**config.mk**
```make
export PLATFORM = sky130hd
export DESIGN_NAME = sorted_priority_queue
export DESIGN_NICKNAME = d
export VERILOG_FILES = /design/src/sv/spq_pkg.sv /design/src/sv/sorted_priority_queue.sv
export SDC_FILE = /design/constraint.sdc
export NUM_CORES = 2
export LEC_CHECK = 0
export BUFFER_PORTS_ARGS = -buffer_cell sky130_fd_sc_hd__buf_2
export CORE_AREA = 2 2 391 393
export CTS_BUF_LIST = sky130_fd_sc_hd__clkbuf_8
export DETAILED_ROUTE_END_ITERATION = 8
export DIE_AREA = 0 0 393 395
export GPL_TIMING_DRIVEN = 1
export PLACE_DENSITY = 0.75
export SKIP_LAST_GASP = 1
export SYNTH_ARGS = -nofsm -noshare
export SYNTH_HDL_FRONTEND = slang
export SYNTH_SLANG_ARGS = --single-unit
```
**constraint.sdc**
```tcl
create_clock -name aclk -period 7.4 [get_ports aclk]
set_input_delay 0.37 -clock aclk [delete_from_list [all_inputs] [get_ports aclk]]
set_output_delay 0.37 -clock aclk [all_outputs]
set_load 0.02 [all_outputs]
```
**src/sv/spq_pkg.sv**
```systemverilog
`default_nettype none
// ----------------------------------------------------------------------------
// spq_pkg
// Shared types and constants for the sorted priority queue.
// ----------------------------------------------------------------------------
package spq_pkg;

    // store size and derived widths
    localparam int CAPACITY = 64;
    localparam int ADDR_W   = (CAPACITY > 1) ? $clog2(CAPACITY) : 1;
    localparam int CNT_W    = $clog2(CAPACITY + 1);

    // fixed port widths
    localparam int REQ_W    = 3;
    localparam int VAL_W    = 16;
    localparam int STATUS_W = 2;
    localparam int POS_W    = 7;

    // request codes
    typedef enum logic [REQ_W-1:0] {
        REQ_PUSH      = 3'd0,
        REQ_POP       = 3'd1,
        REQ_FIND_PRI  = 3'd2,
        REQ_FIND_DATA = 3'd3,
        REQ_CLEAR     = 3'd4
    } req_t;

    // result status codes
    typedef enum logic [STATUS_W-1:0] {
        ST_OK        = 2'd0,
        ST_FULL      = 2'd1,
        ST_EMPTY     = 2'd2,
        ST_NOT_FOUND = 2'd3
    } status_t;

    // one stored entry
    typedef struct packed {
        logic signed [VAL_W-1:0] pri;
        logic        [VAL_W-1:0] data;
    } entry_t;

    // sequencer states
    typedef enum logic [6:0] {
        S_IDLE      = 7'b0000001,
        S_PUSH_CMP  = 7'b0000010,
        S_PUSH_FIN  = 7'b0000100,
        S_POP_FRONT = 7'b0001000,
        S_POP_SHIFT = 7'b0010000,
        S_FIND      = 7'b0100000,
        S_DONE      = 7'b1000000
    } state_t;

endpackage : spq_pkg
`default_nettype wire

```
**src/sv/sorted_priority_queue.sv**
```systemverilog
`default_nettype none
// Operation: a push moves each later entry up one slot in turn; a pop moves
// each remaining entry down; a find scans the occupied slots, and matches leave
// one per cycle as the scan reaches them, unless a full output stalls the scan.
// Throughput: one request at a time, on the single read and write port of the store.
// Reset: occupancy and control clear at once; the entry store keeps its
// contents and needs no clearing pass, as only slots below occupancy are read.
// ----------------------------------------------------------------------------
// sorted_priority_queue
// Sorted list of (priority, data) entries in one synchronous memory, with
// push, pop, find by priority, find by data and clear.
// ----------------------------------------------------------------------------
module sorted_priority_queue
    import spq_pkg::*;
(
    input  wire logic                       aclk,
    input  wire logic                       aresetn,
    input  wire logic                       s_valid,
    output      logic                       s_ready,
    input  wire logic [REQ_W-1:0]           s_req_type,
    input  wire logic signed [VAL_W-1:0]    s_priority_value,
    input  wire logic [VAL_W-1:0]           s_data_value,
    output      logic                       m_valid,
    input  wire logic                       m_ready,
    output      logic [STATUS_W-1:0]        m_status,
    output      logic signed [VAL_W-1:0]    m_priority_out,
    output      logic [VAL_W-1:0]           m_data_out,
    output      logic [POS_W-1:0]           m_position,
    output      logic [POS_W-1:0]           m_count,
    output      logic                       m_last
);

    // entry store
    entry_t mem [CAPACITY];
    entry_t rd_data_reg;

    logic              wr_en;
    logic [ADDR_W-1:0] wr_addr;
    entry_t            wr_data;
    logic              rd_en;
    logic [ADDR_W-1:0] rd_addr;

    // control and request registers
    state_t                  state_reg, state_next;
    logic [CNT_W-1:0]        occ_reg, occ_next;
    logic [CNT_W-1:0]        idx_reg, idx_next;
    logic [REQ_W-1:0]        req_reg, req_next;
    entry_t                  new_reg, new_next;

    // pending result
    logic                    pend_valid_reg, pend_valid_next;
    logic [STATUS_W-1:0]     pend_status_reg, pend_status_next;
    entry_t                  pend_entry_reg, pend_entry_next;
    logic [POS_W-1:0]        pend_pos_reg, pend_pos_next;

    // output register
    logic                    m_valid_reg;
    logic [STATUS_W-1:0]     m_status_reg;
    entry_t                  m_entry_reg;
    logic [POS_W-1:0]        m_position_reg;
    logic [POS_W-1:0]        m_count_reg;
    logic                    m_last_reg;

    logic                    out_free;
    logic                    out_load;
    logic                    out_last;

    logic                    s_xfer;
    logic [CNT_W-1:0]        idx_inc;
    logic [CNT_W-1:0]        idx_dec;
    logic                    goes_before;
    logic                    hit;
    logic                    find_stall;

    assign s_ready  = (state_reg == S_IDLE);
    assign s_xfer   = s_valid && s_ready;
    assign out_free = !m_valid_reg || m_ready;
    assign idx_inc  = idx_reg + CNT_W'(1);
    assign idx_dec  = idx_reg - CNT_W'(1);

    // stored entry sits at or before the new one in queue order
    assign goes_before = ($signed(rd_data_reg.pri) < $signed(new_reg.pri)) ||
                         (($signed(rd_data_reg.pri) == $signed(new_reg.pri)) &&
                          (rd_data_reg.data >= new_reg.data));

    // match test for the entry under the find scan
    assign hit = (req_reg == REQ_FIND_PRI) ? (rd_data_reg.pri == new_reg.pri)
                                           : (rd_data_reg.data == new_reg.data);
    assign find_stall = hit && pend_valid_reg && !out_free;

    // sequencer
    always_comb begin
        state_next       = state_reg;
        occ_next         = occ_reg;
        idx_next         = idx_reg;
        req_next         = req_reg;
        new_next         = new_reg;
        pend_valid_next  = pend_valid_reg;
        pend_status_next = pend_status_reg;
        pend_entry_next  = pend_entry_reg;
        pend_pos_next    = pend_pos_reg;
        wr_en            = 1'b0;
        wr_addr          = idx_reg[ADDR_W-1:0];
        wr_data          = new_reg;
        rd_en            = 1'b0;
        rd_addr          = '0;
        out_load         = 1'b0;
        out_last         = 1'b1;

        case (state_reg)
            S_IDLE: begin
                if (s_xfer) begin
                    req_next         = s_req_type;
                    new_next.pri     = s_priority_value;
                    new_next.data    = s_data_value;
                    pend_valid_next  = 1'b0;
                    pend_status_next = ST_OK;
                    pend_entry_next  = '0;
                    pend_pos_next    = '0;
                    case (s_req_type)
                        REQ_PUSH: begin
                            if (occ_reg == CNT_W'(CAPACITY)) begin
                                pend_status_next = ST_FULL;
                                state_next       = S_DONE;
                            end else if (occ_reg == '0) begin
                                idx_next   = '0;
                                state_next = S_PUSH_FIN;
                            end else begin
                                rd_en      = 1'b1;
                                rd_addr    = ADDR_W'(occ_reg - CNT_W'(1));
                                idx_next   = occ_reg;
                                state_next = S_PUSH_CMP;
                            end
                        end
                        REQ_POP: begin
                            if (occ_reg == '0) begin
                                pend_status_next = ST_EMPTY;
                                state_next       = S_DONE;
                            end else begin
                                rd_en      = 1'b1;
                                rd_addr    = '0;
                                state_next = S_POP_FRONT;
                            end
                        end
                        REQ_FIND_PRI, REQ_FIND_DATA: begin
                            if (occ_reg == '0) begin
                                pend_status_next = ST_NOT_FOUND;
                                state_next       = S_DONE;
                            end else begin
                                rd_en      = 1'b1;
                                rd_addr    = '0;
                                idx_next   = '0;
                                state_next = S_FIND;
                            end
                        end
                        REQ_CLEAR: begin
                            occ_next   = '0;
                            state_next = S_DONE;
                        end
                        default: begin
                            state_next = S_IDLE;
                        end
                    endcase
                end
            end

            // shift one entry up per cycle until the slot is found
            S_PUSH_CMP: begin
                wr_en = 1'b1;
                if (goes_before) begin
                    wr_data    = new_reg;
                    occ_next   = occ_reg + CNT_W'(1);
                    state_next = S_DONE;
                end else begin
                    wr_data  = rd_data_reg;
                    idx_next = idx_dec;
                    if (idx_reg == CNT_W'(1)) begin
                        state_next = S_PUSH_FIN;
                    end else begin
                        rd_en   = 1'b1;
                        rd_addr = ADDR_W'(idx_reg - CNT_W'(2));
                    end
                end
            end

            // new entry goes to the front
            S_PUSH_FIN: begin
                wr_en      = 1'b1;
                wr_data    = new_reg;
                occ_next   = occ_reg + CNT_W'(1);
                state_next = S_DONE;
            end

            // capture the front entry
            S_POP_FRONT: begin
                pend_entry_next = rd_data_reg;
                if (occ_reg == CNT_W'(1)) begin
                    occ_next   = occ_reg - CNT_W'(1);
                    state_next = S_DONE;
                end else begin
                    rd_en      = 1'b1;
                    rd_addr    = ADDR_W'(1);
                    idx_next   = CNT_W'(1);
                    state_next = S_POP_SHIFT;
                end
            end

            // move each remaining entry down by one
            S_POP_SHIFT: begin
                wr_en   = 1'b1;
                wr_addr = idx_dec[ADDR_W-1:0];
                wr_data = rd_data_reg;
                if (idx_inc == occ_reg) begin
                    occ_next   = occ_reg - CNT_W'(1);
                    state_next = S_DONE;
                end else begin
                    rd_en    = 1'b1;
                    rd_addr  = idx_inc[ADDR_W-1:0];
                    idx_next = idx_inc;
                end
            end

            // scan front to back, holding one match back to mark the last
            S_FIND: begin
                if (!find_stall) begin
                    if (hit) begin
                        if (pend_valid_reg) begin
                            out_load = 1'b1;
                            out_last = 1'b0;
                        end
                        pend_valid_next  = 1'b1;
                        pend_status_next = ST_OK;
                        pend_entry_next  = rd_data_reg;
                        pend_pos_next    = POS_W'(idx_inc);
                    end
                    if (idx_inc == occ_reg) begin
                        if (!hit && !pend_valid_reg) begin
                            pend_status_next = ST_NOT_FOUND;
                        end
                        state_next = S_DONE;
                    end else begin
                        rd_en    = 1'b1;
                        rd_addr  = idx_inc[ADDR_W-1:0];
                        idx_next = idx_inc;
                    end
                end
            end

            // final result of the request
            S_DONE: begin
                if (out_free) begin
                    out_load   = 1'b1;
                    state_next = S_IDLE;
                end
            end

            default: begin
                state_next = S_IDLE;
            end
        endcase
    end

    // store write and registered read
    always_ff @(posedge aclk) begin
        if (wr_en) begin
            mem[wr_addr] <= wr_data;
        end
        if (rd_en) begin
            rd_data_reg <= mem[rd_addr];
        end
    end

    // control state
    always_ff @(posedge aclk) begin
        if (!aresetn) begin
            state_reg      <= S_IDLE;
            occ_reg        <= '0;
            pend_valid_reg <= 1'b0;
            m_valid_reg    <= 1'b0;
        end else begin
            state_reg      <= state_next;
            occ_reg        <= occ_next;
            pend_valid_reg <= pend_valid_next;
            if (out_load) begin
                m_valid_reg <= 1'b1;
            end else if (m_ready) begin
                m_valid_reg <= 1'b0;
            end
        end
    end

    // payload registers
    always_ff @(posedge aclk) begin
        idx_reg         <= idx_next;
        req_reg         <= req_next;
        new_reg         <= new_next;
        pend_status_reg <= pend_status_next;
        pend_entry_reg  <= pend_entry_next;
        pend_pos_reg    <= pend_pos_next;
        if (out_load) begin
            m_status_reg   <= pend_status_reg;
            m_entry_reg    <= pend_entry_reg;
            m_position_reg <= pend_pos_reg;
            m_count_reg    <= POS_W'(occ_reg);
            m_last_reg     <= out_last;
        end
    end

    assign m_valid        = m_valid_reg;
    assign m_status       = m_status_reg;
    assign m_priority_out = m_entry_reg.pri;
    assign m_data_out     = m_entry_reg.data;
    assign m_position     = m_position_reg;
    assign m_count        = m_count_reg;
    assign m_last         = m_last_reg;

`ifndef SYNTHESIS
    // occupancy never exceeds the store
    a_occ_bound: assert property (@(posedge aclk) disable iff (!aresetn)
        occ_reg <= CNT_W'(CAPACITY))
        else $error("occupancy above capacity");

    // a push shift only runs on a non-full store with a slot above the front
    a_push_idx: assert property (@(posedge aclk) disable iff (!aresetn)
        (state_reg == S_PUSH_CMP) |-> (occ_reg < CNT_W'(CAPACITY)) && (idx_reg != '0))
        else $error("push shift out of range");

    // the find scan stays inside the occupied slots
    a_find_idx: assert property (@(posedge aclk) disable iff (!aresetn)
        (state_reg == S_FIND) |-> (idx_reg < occ_reg))
        else $error("find scan beyond occupancy");

    // the closing result of a request carries last
    a_done_last: assert property (@(posedge aclk) disable iff (!aresetn)
        (state_reg == S_DONE && out_free) |=> (m_valid && m_last))
        else $error("final result without last");
`endif

endmodule : sorted_priority_queue
`default_nettype wire
```
# Word level (Yosys, flattened, before mapping)
# Memory sizes are Yosys's and may differ from the RTL's. A register that Yosys moved wholly into a read port is not among the register bits.
# Cells that the tools add are included.
# classes
eq_ne	32
addsub	5
bitwise	2
reduce_logical	29
mux	86
order_cmp	2
# op_table
operator	n
$mux 7	26
$mux 32	4
$pmux 32 s3	1
$pmux 7 s5	2
$pmux 32 s2	1
$mux 6	9
$pmux 7 s7	1
$eq 16x16->1	2
$pmux 6 s5	1
$pmux 7 s2	2
$pmux 7 s4	1
$mux 1	24
$eq 7x1->1 const B	3
$ge 16x16->1	1
$lt 16x16->1	1
$ne 2x2->1 const B	8
$add 7x1->7 const B	2
$eq 7x7->1 const B	2
$mux 2	7
$sub 7x1->7 const B	2
$reduce_and 4->1	3
$reduce_bool 5->1	2
$eq 3x2->1 const B	3
$ne 3x3->1 const B	3
30 further kinds	45
# totals
output_inout_bits	51
ram_bits	2048
n_memories	1
regBits	148
# mem_list
name	words	width	rd	rd_clocked_by_memory_dff	wr	line_no	source
mem	64	32	1	1	1	sorted_priority_queue.sv:34	entry_t mem [CAPACITY];

# Logic depth before layout (Yosys ltp)
# logic_depth
ltp_word	8
ltp_mapped	20
mapped_depth_nobuf	14

# Least setup slack after synthesis
# Ideal clock, no wire load.
# synth_path
kind	reg2reg
from	reg, netlist name rd_data_reg[25]
to	mem mem[0][0] in the netlist's numbering, data pin
stages_incl_launch_ff	13
setup_ps	702
arrival_time_ps	5127
n_path_buf	2
setup_slack_ps	1571
cell_sequence	edfxtp_1 -> ha_1 -> a21o_1 -> nand3_1 -> a21oi_1 -> or4_1 -> mux2i_1 -> a21oi_1 -> nand2b_1 -> and2_1 -> clkbuf_1 -> clkbuf_1 -> o21ai_0
# synth_lines
item	line_no
end: declaration	sorted_priority_queue.sv:34

# Final worst setup path
# layout_path
from	reg, netlist name rd_data_reg[7]
to	reg, netlist name rd_data_reg[16]
# layout_via
elab_chain_len	6
# layout_rtl
item
branches (longest 6 deep; another with $ge 16x16->1)
# Parallel ways; which one is timed is not known.
# A chain may end at the register's enable or synchronous reset.

==> metrics <==
Routed Antenna Nets=0; DRC viols=0; most frequent cells in the layout=2212 x edfxtp_1, 1611 x nand2_1, 459 x nand3_1, 361 x clkbuf_8, 296 x a31oi_1; drt pass-1 iters=6; die width=between 300 and 400 um; post-layout util=65.3%; syn_nets=between 6000 and 7000; largest net degree at the start of global routing=170; leakage=~34 nW; Synth Cell Area=0.0885 mm2; IO Port Bufs=89; critical path's slowest cell=a221o_4; H-tree depth=5; grt ovf=0; core area=about 0.15 mm2; drt initial violations=between 9000 and 10000; die height=395 um; Post-Route WL=252000 um; gr usage total=between 30% and 40%; final setup violation count=0; Data arrival, critical path=~7.3 ns; post-synth cell types=80; Post-synth EDFFs=about 2200; max_cap viols=0; crit path time final=approximately 6.6 ns; CP Class=flip-flop to flip-flop; Vias per Instance=6.46; Setup crit start kind=flip-flop; synthesized flop and latch total=2228; endpoint class of the critical path=flip-flop; RSZ-0062 raised after global routing=false; outcome=finished clean; Comb pwr share=~3.7%; Clock Pin Slew Worst Setup and Hold Paths=0.06 ns; crit-path max FO=65; sw frac=22.2%; final hold vios=0; max reg flops=around 2000; syn avg cell area=about 14 um2; Sequential Power Share=58.5%; setup TNS=0 ns; Setup WS pre-CTS=between 1 and 1.5 ns; Filler Cell Count=between 10000 and 15000; sequential share of the synthesized area=between 70% and 80%; Final Skew=about 0.10 ns; Mapped Cells=between 6000 and 7000; clock network fraction of total power=37.8%; Post-DP HPWL=~140000 um; Sink Count=2228; CTS Buf Count=between 300 and 400; worst slew pin tran=roughly 1.4 ns; commonest non-fill, non-tap cell in the layout=edfxtp_1; most common flop cell mapped by yosys=edfxtp_1; Routability Congestion=slightly above 0.9; Worst Hold Class=input pin to flip-flop; Layout area overhead=11.6%; die area=approximately 0.16 mm2; crit-path cells=ha_1 > a21oi_1 > o21ai_0 > a221oi_1 > o221ai_1 > a211oi_1 > a221o_4 > buf_12 > nand2_1 > a32oi_1 > a31oi_1 > or4_1 > nor4_1; slowest stage delay, CP=about 0.96 ns; Final Cycle Share=88.8%; Max Freq=between 0.15 and 0.2 GHz; share of layout cells above drive strength 1=12.0%; starting density of the core=58.5%; FF-to-FF setup slack=between 0.8 and 0.9 ns; floorplan row count=between 100 and 150; Data required, critical path=~8.1 ns; Design Power=roughly 24 mW; Internal=about 19 mW; clk_lat worst skew=roughly 1.1 ns; post-CTS setup repair buffer count=0; Power Dens Cells=247 mW/mm2; P_sw=approximately 5.4 mW; Post-synth ARST share=0%; fin. max-slew vios=0; vias in the first global route=~55000; CTS root buffer=clkbuf_8; yosys warns=0; I/O Pins=90; global-route wire length before repair=364000 um; clock tree from TritonCTS=built; Top reg by flops=mem; relative slew slack=a little over 8%; Max VDD drop=roughly 0.21 mV; NumNets Final=between 6000 and 7000; antenna violations before repair=6; worst hold slack=roughly 0.074 ns; total number of vias=approximately 57000; wire length per cell=between 20 and 30 um; Max clock buf depth=4; PnR worst setup slack=around 0.83 ns
-- cell type report --
type / instances / area [um2] / share of cell area (%)
Tap cell: 2030 / 2540 / 2.57
Multi-Input combinational cell: 3618 / 20300 / 20.6
Sequential cell: 2228 / 66700 / 67.6
Clock inverter: 237 / 1030 / 1.04
Clock buffer: 361 / 4970 / 5.03
Timing Repair Buffer: 354 / 2990 / 3.03
Inverter: 52 / 195 / 0.198
Antenna cell: 3 / 7.51 / 0.00760
-- power groups by stage --
stage	Sequential, mW	Clock [mW]	Combinational, mW
floorplan	14.5	0	0.461
global placement	14.5	0	0.829
detailed placement	14.5	0	0.852
CTS	14.3	9.25	0.876
global route	14.3	9.80	0.954
finish	14.3	9.22	0.903
-- metrics by stage --
stage,cell area [um2],std cells
final,98800,8883
after global routing,98800,8881
after CTS,98800,8880
after detailed placement,92200,8225
after global placement,92200,8224
after floorplan,88500,6289
-- synth_stat cells, types with 53 or more instances --
cell type	count	area share [%]
nor2_1	115	0.49
a32oi_1	130	1.3
nand3_1	461	2.6
edfxtp_1	2212	75
a31oi_1	297	2.1
and3_1	143	1.0
buf_2	190	1.1
nand2_1	1612	6.8
o2111ai_1	53	0.52
o22ai_1	55	0.39
mux2i_1	196	2.2
a21oi_1	67	0.38
clkbuf_1	125	0.53
-- repair_timing --
item,CTS,global route
hold buffers,57,0
hold endpoints to repair,57,0
resized for setup,0,0
-- worst max-delay path, delay by kind of cell (launching register included) --
family,cells,cell delay (ns)
simple gates,3,1.73
compound gates,8,2.93
flops,1,0.64
fa+ha+maj,1,0.43
buf+inv,1,0.36
-- layer usage --
| layer | vias to the layer above | part of all wire, % | track usage (%) |
|---|---|---|---|
| met2 | 4234 | 45 | 48.0 |
| met3 | 693 | 14 | 9.34 |
| met4 | 6 | 5.2 | 15.7 |
| met5 | - | 0.020 | 0 |
| met1 | 28100 | 36 | 44.0 |
| li1 | 24400 | - | - |
-- cell families after synthesis --
| kind of cell | Yosys count | synth area share, % |
|---|---|---|
| muxes | 227 | 2.61 |
| DFF | 2228 | 75.4 |
| buffers and inverters | 443 | 2.33 |
| AOI/OAI and AO/OA | 791 | 6.30 |
| xor gates and xnor gates | 24 | 0.259 |
| and+or+nand+nor | 2535 | 12.5 |
| adders and majority gates | 41 | 0.580 |
-- worst paths after layout --
path                                         from         endpoint  cells past startpoint
worst max-delay path               rd_data_reg[7]  rd_data_reg[16]                     13
worst max register to register     rd_data_reg[7]  rd_data_reg[16]                     13
worst min register to register  pend_entry_reg[9]    m_data_out[9]                      0
worst min-delay path              s_data_value[1]       new_reg[1]                      2
Power figures use the tool's default switching activity.
